==> src/sv/assert_macros.svh <==
// assertion helpers for the rtl modules (included by lkps_ctrl)
`ifndef ASSERT_MACROS_SVH
`define ASSERT_MACROS_SVH

// clocked assertion, disabled while reset is held
`define ASSERT_CLK(label, prop, msg) \
    label: assert property (@(posedge aclk) disable iff (!aresetn) prop) else $error(msg);

// condition that must never be seen at a clock edge outside reset
`define ASSERT_NEVER(label, cond, msg) \
    label: assert property (@(posedge aclk) disable iff (!aresetn) !(cond)) else $error(msg);

`endif

==> src/sv/lkps_pkg.sv <==
`timescale 1ns / 1ps
// ----------------------------------------------------------------------------
// lkps_pkg
// shared constants, command codes and types of the log kernel potential sum
// ----------------------------------------------------------------------------
package lkps_pkg;

    localparam int FRAC_BITS  = 16;
    localparam int COORD_BITS = 25;
    localparam int MANT_BITS  = 30;
    localparam int CNT_W      = $clog2(FRAC_BITS);

    localparam logic [30:0] LN2_HALF_Q32 = 31'd1488522236;
    localparam logic [30:0] INV_PI_Q32   = 31'd1367130551;

    // register indexes
    localparam logic [2:0] REG_WIN_XL    = 3'd0;
    localparam logic [2:0] REG_WIN_XH    = 3'd1;
    localparam logic [2:0] REG_WIN_YL    = 3'd2;
    localparam logic [2:0] REG_WIN_YH    = 3'd3;
    localparam logic [2:0] REG_AREA_IN   = 3'd4;
    localparam logic [2:0] REG_AREA_OUT  = 3'd5;

    typedef logic [3:0] op_t;

    // datapath operations
    localparam op_t OP_NONE  = 4'd0;
    localparam op_t OP_LOAD  = 4'd1;
    localparam op_t OP_DIFF  = 4'd2;
    localparam op_t OP_SQX   = 4'd3;
    localparam op_t OP_SQY   = 4'd4;
    localparam op_t OP_NORM  = 4'd5;
    localparam op_t OP_LOG   = 4'd6;
    localparam op_t OP_LN    = 4'd7;
    localparam op_t OP_KAP   = 4'd8;
    localparam op_t OP_AREA  = 4'd9;
    localparam op_t OP_ACC   = 4'd10;
    localparam op_t OP_OUTHI = 4'd11;
    localparam op_t OP_OUTLO = 4'd12;

    typedef struct packed {
        op_t op;
    } cmd_t;

    typedef struct packed {
        logic skip;
        logic last;
    } stat_t;

    typedef struct packed {
        logic signed [23:0] win_xl;
        logic signed [23:0] win_xh;
        logic signed [23:0] win_yl;
        logic signed [23:0] win_yh;
        logic [31:0]        area_in;
        logic [31:0]        area_out;
    } cfg_t;

endpackage

==> src/sv/lkps_ctrl.sv <==
`timescale 1ns / 1ps
// ----------------------------------------------------------------------------
// lkps_ctrl
// sequencer: walks one source transaction through the datapath steps
// ----------------------------------------------------------------------------
`include "assert_macros.svh"

module lkps_ctrl (
    input  logic           aclk,
    input  logic           aresetn,
    input  logic           s_valid,
    output logic           s_ready,
    output logic           m_valid,
    input  logic           m_ready,
    input  lkps_pkg::stat_t stat,
    output lkps_pkg::cmd_t  cmd
);
    import lkps_pkg::*;

    localparam logic [3:0] S_IDLE  = 4'd0;
    localparam logic [3:0] S_DIFF  = 4'd1;
    localparam logic [3:0] S_SQX   = 4'd2;
    localparam logic [3:0] S_SQY   = 4'd3;
    localparam logic [3:0] S_NORM  = 4'd4;
    localparam logic [3:0] S_LOG   = 4'd5;
    localparam logic [3:0] S_LN    = 4'd6;
    localparam logic [3:0] S_KAP   = 4'd7;
    localparam logic [3:0] S_AREA  = 4'd8;
    localparam logic [3:0] S_ACC   = 4'd9;
    localparam logic [3:0] S_OUTHI = 4'd10;
    localparam logic [3:0] S_OUTLO = 4'd11;

    logic [3:0]       state_reg, state_next;
    logic [CNT_W-1:0] cnt_reg, cnt_next;
    logic             m_valid_reg, m_valid_next;
    logic             out_free;

    assign s_ready  = (state_reg == S_IDLE);
    assign m_valid  = m_valid_reg;
    assign out_free = !m_valid_reg || m_ready;

    always_comb begin
        state_next   = state_reg;
        cnt_next     = cnt_reg;
        cmd.op       = OP_NONE;
        m_valid_next = m_valid_reg && !m_ready;
        case (state_reg)
            S_IDLE: begin
                if (s_valid) begin
                    cmd.op     = OP_LOAD;
                    state_next = S_DIFF;
                end
            end
            S_DIFF: begin
                cmd.op = OP_DIFF;
                if (stat.skip) begin
                    state_next = stat.last ? S_OUTHI : S_IDLE;
                end else begin
                    state_next = S_SQX;
                end
            end
            S_SQX: begin
                cmd.op     = OP_SQX;
                state_next = S_SQY;
            end
            S_SQY: begin
                cmd.op     = OP_SQY;
                state_next = S_NORM;
            end
            S_NORM: begin
                cmd.op     = OP_NORM;
                cnt_next   = '0;
                state_next = S_LOG;
            end
            S_LOG: begin
                cmd.op   = OP_LOG;
                cnt_next = cnt_reg + 1'b1;
                if (cnt_reg == CNT_W'(FRAC_BITS - 1)) begin
                    cnt_next   = '0;
                    state_next = S_LN;
                end
            end
            S_LN: begin
                cmd.op     = OP_LN;
                state_next = S_KAP;
            end
            S_KAP: begin
                cmd.op     = OP_KAP;
                state_next = S_AREA;
            end
            S_AREA: begin
                cmd.op     = OP_AREA;
                state_next = S_ACC;
            end
            S_ACC: begin
                cmd.op     = OP_ACC;
                state_next = stat.last ? S_OUTHI : S_IDLE;
            end
            S_OUTHI: begin
                cmd.op     = OP_OUTHI;
                state_next = S_OUTLO;
            end
            S_OUTLO: begin
                // wait here until the output register is free
                if (out_free) begin
                    cmd.op       = OP_OUTLO;
                    m_valid_next = 1'b1;
                    state_next   = S_IDLE;
                end
            end
            default: begin
                state_next = S_IDLE;
            end
        endcase
    end

    always_ff @(posedge aclk) begin
        if (!aresetn) begin
            state_reg   <= S_IDLE;
            cnt_reg     <= '0;
            m_valid_reg <= 1'b0;
        end else begin
            state_reg   <= state_next;
            cnt_reg     <= cnt_next;
            m_valid_reg <= m_valid_next;
        end
    end

    `ASSERT_CLK(a_cnt_only_in_log, (state_reg != S_LOG) |-> (cnt_reg == '0), "log count stray")
    `ASSERT_CLK(a_out_load_free, (cmd.op == OP_OUTLO) |-> out_free, "result overwritten")
    `ASSERT_CLK(a_accept_starts, (s_valid && s_ready) |=> (state_reg == S_DIFF), "bad start")

endmodule

==> config.mk <==
export PLATFORM = sky130hd
export DESIGN_NAME = lkps_ctrl
export DESIGN_NICKNAME = d
export VERILOG_FILES = /design/src/sv/lkps_pkg.sv /design/src/sv/lkps_ctrl.sv
export VERILOG_INCLUDE_DIRS = /design/src /design/src/sv
export SDC_FILE = /design/constraint.sdc
export NUM_CORES = 1
export LEC_CHECK = 0
export BUFFER_PORTS_ARGS = -buffer_cell sky130_fd_sc_hd__buf_2
export CORE_AREA = 2 2 39 41
export DETAILED_ROUTE_END_ITERATION = 10
export DIE_AREA = 0 0 41 43
export GPL_TIMING_DRIVEN = 0
export SLEW_MARGIN = 20
export SYNTH_ARGS = -nofsm -noshare
export SYNTH_HDL_FRONTEND = slang
export SYNTH_SLANG_ARGS = --single-unit
==> constraint.sdc <==
create_clock -name aclk -period 3.4 [get_ports aclk]
set_input_delay 0.34 -clock aclk [delete_from_list [all_inputs] [get_ports aclk]]
set_output_delay 0.34 -clock aclk [all_outputs]
set_load 0.02 [all_outputs]
# Word level (Yosys, flattened, before mapping)
# Cells that the tools add are included.
# word_totals
reg_bits,9
input_bits,6
output_inout_bits,6
word_cells,39
# classes
addsub,1
eq_ne,15
muxes,13
n_reduce_logical,7
# op_table
op,count
$pmux W4 S12,2
$mux W4,7
$eq A4 B4 Y1 const B,5
$eq A4 B3 Y1 const B,4
$eq A4 B2 Y1 const B,2
$pmux W4 S2,1
$ne A2 B2 Y1 const B,3
$add A4 B1 Y4 const B,1
$eq A4 B1 Y1 const B,1
$logic_not A4 Y1,1
$mux W1,3
$reduce_and A3 Y1,1
$logic_not A1 Y1,2
$reduce_bool A2 Y1,1
$logic_and A1 B1 Y1,1
$logic_or A1 B1 Y1,1

# Longest topological paths before layout
# Gate-level depths: netlist (run 1).
# logic_depth
depth_word,4
ltp_mapped,4
depth_no_buf,4

# Worst setup path after synthesis (run 1)
# Ideal clock, no wire load.
# synth_path
kind,register to output
from,register state_reg[3]
to,output cmd[0] (netlist name)
arrival_ps,1349
required_time_ps,3060
setup_slack_ps,1711
stages_incl_launch_ff,4
n_path_buf,1
path_cell_list,dfxtp_1 > clkbuf_1 > nor2_1 > a221oi_1
# synth_rtl
element,line_no,text
start: declaration,lkps_ctrl.sv:33,"logic [3:0] state_reg, state_next;"
start signal: assignment,lkps_ctrl.sv:123,state_reg <= state_next;
end: declaration,lkps_ctrl.sv:16,output lkps_pkg::cmd_t cmd

==> results of run 1 <==
[synthesized netlist by cell type (all sizes together)]
library cell,number
dfxtp,9
nand2,6
a21oi,5
nand3,5
clkbuf,3
nand2b,3
nor2,3
nor2b,3
o22ai,3
and2,2
inv,2
nand4b,2
nor3b,2
nor4,2
xnor2,2
a221oi,1
a31oi,1
and4,1
and4b,1
buf,1
ha,1
nand3b,1
nand4,1
nor3,1
nor4bb,1
o21a,1
o21ai,1
o31a,1
o31ai,1
o41a,1
or3,1
or3b,1
or4b,1
[area by class of cell]
cell class                      count  area [um2]
Fill cell                         151         714
Multi-Input combinational cell     55         358
Sequential cell                     9         180
Timing Repair Buffer               11        55.1
Clock buffer                        4        26.3
Buffer                              4        22.5
Tap cell                           16        20.0
Inverter                            2        7.51
[metal layers]
metal / vias up / track usage (%)
li1: 293 / -
met1: 261 / 25.0
met2: 14 / 21.9
met3: 0 / 9.42
met4: 0 / 4.00
met5: - / 0
[worst max-delay path, cell delays in order (launching register included)]
cell and delay [ps]:
dfxtp_1 350, clkbuf_1 360, nor2_1 140, a221oi_1 340, buf_2 230
[cell families after synthesis]
| family | Yosys count | synth area share (%) |
|---|---|---|
| buf+inv | 6 | 5.29 |
| xor+xnor | 2 | 3.08 |
| fa+ha+maj | 1 | 2.20 |
| flops | 9 | 31.7 |
| simple gates | 37 | 40.3 |
| compound gates | 15 | 17.4 |
[layout by cell type, fill, tap and decap left out, types with 2 or more instances in the layout]
cell / n
nor3b_1: 2
clkbuf_4: 3
nand3_1: 5
nor2b_1: 3
nor2_1: 3
nor4_1: 2
inv_1: 2
buf_2: 11
xnor2_1: 2
o22ai_1: 3
dfxtp_1: 9
nand2b_1: 3
nand4b_1: 2
a21oi_1: 5
and2_1: 2
nand2_1: 6
clkbuf_1: 4
[per-stage QoR]
step | power (mW) | setup slack, ps | std cells | instance area, um2 | hold WS [ps]
global route | 0.293 | 1230 | 101 | 669 | 375
finish | 0.278 | 1370 | 101 | 669 | 377
floorplan | 0.173 | 1710 | 70 | 568 | 449
detailed placement | 0.196 | 1670 | 97 | 643 | 468
CTS | 0.280 | 1380 | 101 | 669 | 374
global placement | 0.196 | 1680 | 97 | 643 | 460
[power groups by stage]
stage / registers (mW) / logic (mW) / clock network (mW)
floorplan: 0.117 / 0.0562 / 0
global placement: 0.118 / 0.0783 / 0
detailed placement: 0.118 / 0.0785 / 0
CTS: 0.115 / 0.0788 / 0.0854
global route: 0.117 / 0.0844 / 0.0918
finish: 0.116 / 0.0784 / 0.0838
[worst paths after layout]
path / startpoint / to / depth (start not counted) / slack [ps]
worst max-delay path: state_reg[3] / cmd[0] / 4 / 1370
worst min-delay path: aresetn / state_reg[0] / 2 / 380
worst max register to register: state_reg[2] / cnt_reg[3] / 3 / 1830
worst min register to register: cnt_reg[1] / cnt_reg[1] / 2 / 480
==> summary.md, run 1 <==
| Metric | Value |
|---|---|
| Global-route wire length before repair | 2.08 mm |
| Fin nets | 93 |
| Residual DRC | 0 |
| Htree depth | 1 |
| HP Class | primary input to flop |
| WL met3 | 71 um |
| Area grow syn2layout | 17.8% |
| Crit path kind | flop to output pin |
| Max-slew headroom | 71.9% |
| DR WL met2 | 567 um |
| Resized cells post-CTS | 0 |
| Area of the mapped netlist | 568 um2 |
| Setup Buffers After CTS | 0 |
| Chip width | 41 um |
| Vias in the first global route | 480 |
| Sequential fraction of the synthesis area | 31.7% |
| Initial DRC Count | 15 |
| Critical Path Start Type | flop |
| Layout cell share with drive strength beyond 1 | 18.8% |
| Synth Area per Inst | 8.11 um2 |
| Leak | 0.247 nW |
| DRT met1 WL | 611 um |
| Pin count of the biggest net entering global routing | 11 |
| Post-layout min period | 2030 ps |
| Die area | 1760 um2 |
| DR vias/cell | 5.62 |
| Fmax | 0.492 GHz |
| Yosys top cell area share | 31.7% |
| Antenna viol nets, final | 0 |
| CTS tree | yes |
| Cell Rows | 14 |
| Status | completed |
| Initial antenna violation count | 0 |
| Post-layout util | 48.4% |
| Num CTS Buffers | 3 |
| Core area | 1380 um2 |
| Switching Share | 32.5% |
| Power Dens Cells | 415 nW/um2 |
| Worst-Margin Slew | 421 ps |
| DRT Pass-1 Iters | 5 |
| Slew Viols, Final | 0 |
| #FFs+latches synth | 9 |
| Gpl congestion | 0.784 |
| Dpl hpwl | 906 um |
| Initial Utilization | 41.0% |
| Setup TNS | 0 ps |
| Diode count | 0 |
| Max cap viols | 0 |
| Clk slew on worst S/H paths | 60 ps |
| Maximum VDD drop | 277 uV |
| Pint | 188 uW |
| Sw power | 90.4 uW |
| Synth area leaders | dfxtp_1 32%, a21oi_1 4.4%, nand3_1 4.4% |
| Post-synthesis cell type count | 33 |
| YS warnings | 0 |
| Synth Net Count | 77 |
| Top layer used by detailed routing | met3 |
| Grt total ovfl | 0 |
| Global Route Usage Sum | 17.2% |
| Drt total wl | 1.25 mm |
| Final setup violation count | 0 |
| Area leader, netlist | dfxtp_1 |
| Comb pwr share | 28.2% |
| Die Ht | 43 um |
| Clk buf depth | 2 |
| Port buffer count | 11 |
| # hold bufs at CTS | 0 |
| DR WL/cell | 12.4 um |
| RSZ-0062 raised after global routing | false |
| Clk Latency, worst-skew pair | 270 ps |
| Clk pwr share | 30.2% |
| Worst-path fanout max | 10 |
| # clock sinks | 9 |
| Final Cycle Share | 59.8% |
| Worst EP required | 3060 ps |
| Crit. End Element | output pin |
| I/O pin total | 12 |
| WP data arrival | 1690 ps |
| Root Buffer | clkbuf_4 |
| Final Hold Fails | 0 |
| Sequential Power Share | 41.6% |
| Via Count | 568 |
| Skew final | 7.45 ps |
| Gate Count Post-Synth | 70 |
Note: power is estimated with default switching activity, not from simulation.
==> run 2, diff against run 1 <==
==> constraint.sdc (replaced) <==
create_clock -name aclk -period 2 [get_ports aclk]
set_input_delay 0.2 -clock aclk [delete_from_list [all_inputs] [get_ports aclk]]
set_output_delay 0.2 -clock aclk [all_outputs]
set_load 0.02 [all_outputs]
==> summary.md, run 2 (synthesized netlist as in run 1, its figures left out) <==
| Metric | Value |
|---|---|
| Status | completed |
| I/O pin total | 12 (unchanged) |
| DRT Pass-1 Iters | 4 (-1) |
| Area grow syn2layout | 18.1% |
| Crit path kind | flop to output pin |
| Post-layout min period | 1870 ps |
| Worst-path fanout max | 10 (unchanged) |
| Setup TNS | 0 ps (unchanged) |
| Residual DRC | 0 (unchanged) |
| Post-DP Area | 643 um2 (unchanged) |
| Initial DRC Count | 14 (-1) |
| Most frequent cells in the layout | 11 x buf_2, 9 x dfxtp_1, 6 x nand2_1 |
| Max-slew headroom | 73.1% (+1.3 points) |
| Worst EP required | 1800 ps (-1260 ps) |
| DR WL met2 | 562 um (-0.88%) |
| Clk slew on worst S/H paths | 50 ps (about the same) |
| Grt total ovfl | 0 (unchanged) |
| Die Ht | 43 um (unchanged) |
| # fillers | 151 (unchanged) |
| Final instance area | 671 um2 (+0.19%) |
| Comb pwr share | 28.4% (+0.2 points) |
| Worst path max stage delay | 440 ps (+80 ps) |
| FF/Latch Area | 180 um2 (unchanged) |
| RSZ-0062 raised after global routing | false |
| Worst path slowest cell | dfxtp_1 |
| Die area | 1760 um2 (unchanged) |
| Initial Utilization | 41.0% (unchanged) |
| DR WL/cell | 12.4 um (unchanged) |
| WL met3 | 55 um (-23%) |
| DR vias/cell | 5.60 (-0.35%) |
| Fmax | 0.536 GHz |
| Initial antenna violation count | 0 (unchanged) |
| Sw power | 151 uW (+67%) |
| WP data arrival | 1670 ps (-20 ps) |
| Hold path start | aresetn |
| Global-route wire length before repair | 2.08 mm (unchanged) |
| Clk pwr share | 29.8% (-0.4 points) |
| Clk buf depth | 2 (unchanged) |
| Num CTS Buffers | 3 (unchanged) |
| Diode count | 0 (unchanged) |
| Htree depth | 1 (unchanged) |
| Most common cell after layout, fill and taps aside | buf_2 |
| Worst-Margin Slew | 403 ps (-17.9 ps) |
| Crit path launch | state_reg[0] |
| Pin count of the biggest net entering global routing | 11 (unchanged) |
| Root Buffer | clkbuf_4 |
| # hold bufs at CTS | 0 (unchanged) |
| Via Count | 566 (-0.35%) |
| Switching Share | 32.2% (-0.34 points) |
| Top layer used by detailed routing | met4 |
| DRT met1 WL | 624 um (+2.1%) |
| Leak | 0.251 nW (+1.4%) |
| Sequential Power Share | 41.8% (+0.2 points) |
| Area of the multi-input gates | 358 um2 (unchanged) |
| Cell Rows | 14 (unchanged) |
| Critical Path Start Type | flop |
| CP Cell Sequence | clkbuf_1 > and2_1 > nand2_1 > o22ai_1 > buf_2 |
| Max cap viols | 0 (unchanged) |
| Final Cycle Share | 93.3% |
| Antenna viol nets, final | 0 (unchanged) |
| Hold slack | 238 ps (-139 ps) |
| Layout cell share with drive strength beyond 1 | 20.0% (+1.2 points) |
| CTS tree | yes |
| Dpl hpwl | 906 um (unchanged) |
| Power Dens Cells | 701 nW/um2 (+69%) |
| Gpl congestion | 0.784 (unchanged) |
| Pint | 319 uW (+70%) |
| Crit. End Element | output pin |
| Fin nets | 93 (unchanged) |
| Crit Reg-Reg Startpoint | state_reg[2] |
| Skew final | 6.71 ps (-0.743 ps) |
| Vias in the first global route | 480 (unchanged) |
| Core area | 1380 um2 (unchanged) |
| Port buffer count | 11 (unchanged) |
| Buf+Inv Stages, Crit Path | 2 (unchanged) |
| # clock sinks | 9 (unchanged) |
| Final setup violation count | 0 (unchanged) |
| Slew Viols, Final | 0 (unchanged) |
| Drt total wl | 1.25 mm (unchanged) |
| CP delay by family, top | buffers and inverters |
| Global Route Usage Sum | 17.2% (unchanged) |
| Maximum VDD drop | 467 uV (+68%) |
| Chip width | 41 um (unchanged) |
| Clk Latency, worst-skew pair | 260 ps (about the same) |
| HP Class | primary input to flop |
| Final Hold Fails | 0 (unchanged) |
==> run 2: timing repair <==
item / CTS / global route
hold endpoints to repair: 0 / 0
resized for setup: 0 / 2
endpoints found under the setup margin: 0 / 1
setup buffers: 0 / 0
==> run 2: area by class of cell <==
type,count,share of cell area (%)
buffer,4,3.54
clock buffer,4,3.92
inverter,2,1.12
multi-input combinational,55,53.4
sequential,9,26.9
tap,16,2.99
timing repair buffer,11,8.21
==> run 2: per-layer routing <==
metal	vias up	GRT usage (%)
li1	292	-
met1	264	25.0
met2	8	21.9
met3	2	9.42
met4	0	4.00
met5	-	0
==> run 2: final timing paths <==
path | endpoint | slack, ps | depth (start not counted)
worst max register to register | cnt_reg[3] | 430 | 3
worst min-delay path | state_reg[0] | 240 | 2
worst max-delay path | cmd[2] | 130 | 5
worst min register to register | cnt_reg[1] | 480 | 2
==> run 2: worst register-to-register path: stages, from the launching register on <==
cell,delay [ps]
dfxtp_1,400
or3b_4,440
or4b_1,500
a31oi_1,160
==> run 2: power by group through the flow <==
stage                     sequential (mW)  combinational, mW  clock [mW]
after global placement              0.200              0.133           0
after global routing                0.199              0.144       0.156
after CTS                           0.196              0.134       0.145
after detailed placement            0.201              0.133           0
after floorplan                     0.198             0.0956           0
final                               0.197              0.134       0.140
==> run 2: through the flow <==
step                      util, %  std cells  total power, mW  setup WS [ps]
after floorplan                 -         70            0.294            368
after global placement       46.5         97            0.333            425
after detailed placement     46.5         97            0.334            409
after CTS                    48.4        101            0.476            122
after global routing         48.5        101            0.498           23.5
final                        48.5        101            0.470            133
==> run 3, diff against run 2 <==
--- a/config.mk
+++ b/config.mk
@@ -7,10 +7,13 @@
 export NUM_CORES = 1
 export LEC_CHECK = 0
 export BUFFER_PORTS_ARGS = -buffer_cell sky130_fd_sc_hd__buf_2
-export CORE_AREA = 2 2 39 41
+export CELL_PAD_IN_SITES_DETAIL_PLACEMENT = 2
+export CELL_PAD_IN_SITES_GLOBAL_PLACEMENT = 2
+export CORE_MARGIN = 2
+export CORE_UTILIZATION = 29
 export DETAILED_ROUTE_END_ITERATION = 10
-export DIE_AREA = 0 0 41 43
 export GPL_TIMING_DRIVEN = 0
+export PLACE_DENSITY_LB_ADDON = 0.1
 export SLEW_MARGIN = 20
 export SYNTH_ARGS = -nofsm -noshare
 export SYNTH_HDL_FRONTEND = slang
==> summary.md, run 3 (synthesized netlist as in run 1, its figures left out) <==
| Metric | Value |
|---|---|
| Critical Path Start Type | flop |
| Cell Rows | 16 (+2) |
| Chip width | 48.3 um (+18%) |
| Most common cell after layout, fill and taps aside | buf_2 |
| DP Cell Count | 108 (+11%) |
| Most frequent cells in the layout | 11 x buf_2, 9 x dfxtp_1, 6 x nand2_1 |
| CP Cell Sequence | clkbuf_2 > and2_1 > nand2_1 > o22ai_1 > buf_2 |
| Slew Viols, Final | 0 (unchanged) |
| Final Hold Fails | 0 (unchanged) |
| Worst path slowest cell | dfxtp_1 |
| WP data arrival | 1600 ps (-70 ps) |
| Die Ht | 48.3 um (+12%) |
| Final Cycle Share | 90.0% (-3.3 points) |
| Global Route Usage Sum | 17.3% (+0.052 points) |
| Initial DRC Count | 7 (-7) |
| Initial Utilization | 29.9% (-11 points) |
| Fmax | 0.555 GHz (+3.7%) |
| Dpl hpwl | 1.33 mm (+47%) |
| Pin count of the biggest net entering global routing | 11 (unchanged) |
| Global-route wire length before repair | 2.70 mm (+30%) |
| Diode count | 0 (unchanged) |
| Skew final | 6.11 ps (-0.596 ps) |
| HP Class | primary input to flop |
| Maximum VDD drop | 256 uV (-45%) |
| Worst EP required | 1800 ps (about the same) |
| Crit path kind | flop to output pin |
| Setup TNS | 0 ps (unchanged) |
| DR WL/cell | 15.9 um (+29%) |
| CTS tree | yes |
| Post-Layout Cell Count | 112 (+11%) |
| Fin nets | 93 (unchanged) |
| Initial antenna violation count | 0 (unchanged) |
| Clk slew on worst S/H paths | 70 ps (+20 ps) |
| Clk Latency, worst-skew pair | 260 ps (about the same) |
| Port buffer count | 11 (unchanged) |
| Crit. End Element | output pin |
| Final setup violation count | 0 (unchanged) |
| Clk buf depth | 2 (unchanged) |
| Die area | 2330 um2 (+32%) |
| Leak | 0.254 nW (+1.3%) |
| Root Buffer | clkbuf_4 |
| Area grow syn2layout | 20.7% |
| Grt total ovfl | 0 (unchanged) |
| Status | completed |
| Layout cell share with drive strength beyond 1 | 21.2% (+1.2 points) |
| FF/Latch Area | 180 um2 (unchanged) |
| Worst path max stage delay | 460 ps (+20 ps) |
| Num CTS Buffers | 3 (unchanged) |
| # clock sinks | 9 (unchanged) |
| RSZ-0062 raised after global routing | false |
| Gpl congestion | 0.738 (-5.9%) |
| Worst-Margin Slew | 478 ps (+74.7 ps) |
| Via Count | 606 (+7.1%) |
| Max-slew headroom | 67.8% (-5.3 points) |
| Worst-path fanout max | 10 (unchanged) |
| Htree depth | 1 (unchanged) |
| # fillers | 241 (+60%) |
| Vias in the first global route | 593 (+24%) |
| Residual DRC | 0 (unchanged) |
| Drt total wl | 1.78 mm (+43%) |
| Max cap viols | 0 (unchanged) |
| DR vias/cell | 5.41 (-3.4%) |
| Power Dens Cells | 713 nW/um2 (+1.6%) |
| Buf+Inv Stages, Crit Path | 2 (unchanged) |
| I/O pin total | 12 (unchanged) |
| Post-layout min period | 1800 ps (-66.5 ps) |
| DRT Pass-1 Iters | 3 (-1) |
| Area of the multi-input gates | 358 um2 (unchanged) |
| Total power | 489 uW (+3.9%) |
| CP delay by family, top | buffers and inverters |
| Core area | 1900 um2 (+37%) |
| Antenna viol nets, final | 0 (unchanged) |
run 3: cell counts in the layout (fill, tap and decap cells not counted):
Identical to the previous run, type by type.
run 3: metal layers:
metal | vias to the layer above | global-route usage (%) | routed length (um)
li1 | 292 | - | -
met1 | 304 | 21.8 | 874
met2 | 8 | 28.9 | 848
met3 | 2 | 3.33 | 48
met4 | 0 | 6.49 | 12
met5 | - | 0 | 0
run 3: final timing paths:
path / end / slack, ps / startpoint / depth (start not counted)
max reg2reg: cnt_reg[3] / 390 / state_reg[2] / 3
min: state_reg[3] / 240 / aresetn / 2
min reg2reg: cnt_reg[1] / 500 / cnt_reg[1] / 2
max: cmd[2] / 200 / state_reg[0] / 5
run 3: final cells by class:
type,instances,share of cell area [%]
inverters,2,1.09
flip-flops and latches,9,26.3
well taps,27,4.93
plain buffers,4,3.65
clock buffers,4,3.83
repair buffers,11,8.03
multi-input cells,55,52.2
run 3: timing repair:
action	CTS	global route
hold buffers	0	0
endpoints found under the setup margin	1	1
setup buffers	0	0
resized for setup	1	2
run 3: power breakdown:
group          switching [mW]  leakage (nW)  internal, mW  total, mW
clock                  0.0735        0.0150        0.0770      0.150
combinational          0.0860         0.166        0.0549      0.141
sequential            0.00945        0.0730         0.188      0.197
total                   0.169         0.254         0.320      0.489
run 3: stage by stage:
stage	util, %	worst slack (ps)	area, um2	hold slack (ps)
after CTS	36.0	50.6	684	245
final	36.1	200	686	241
after detailed placement	34.5	297	657	494
after global routing	36.1	74.4	686	248
after floorplan	-	368	568	322
after global placement	34.5	350	657	463
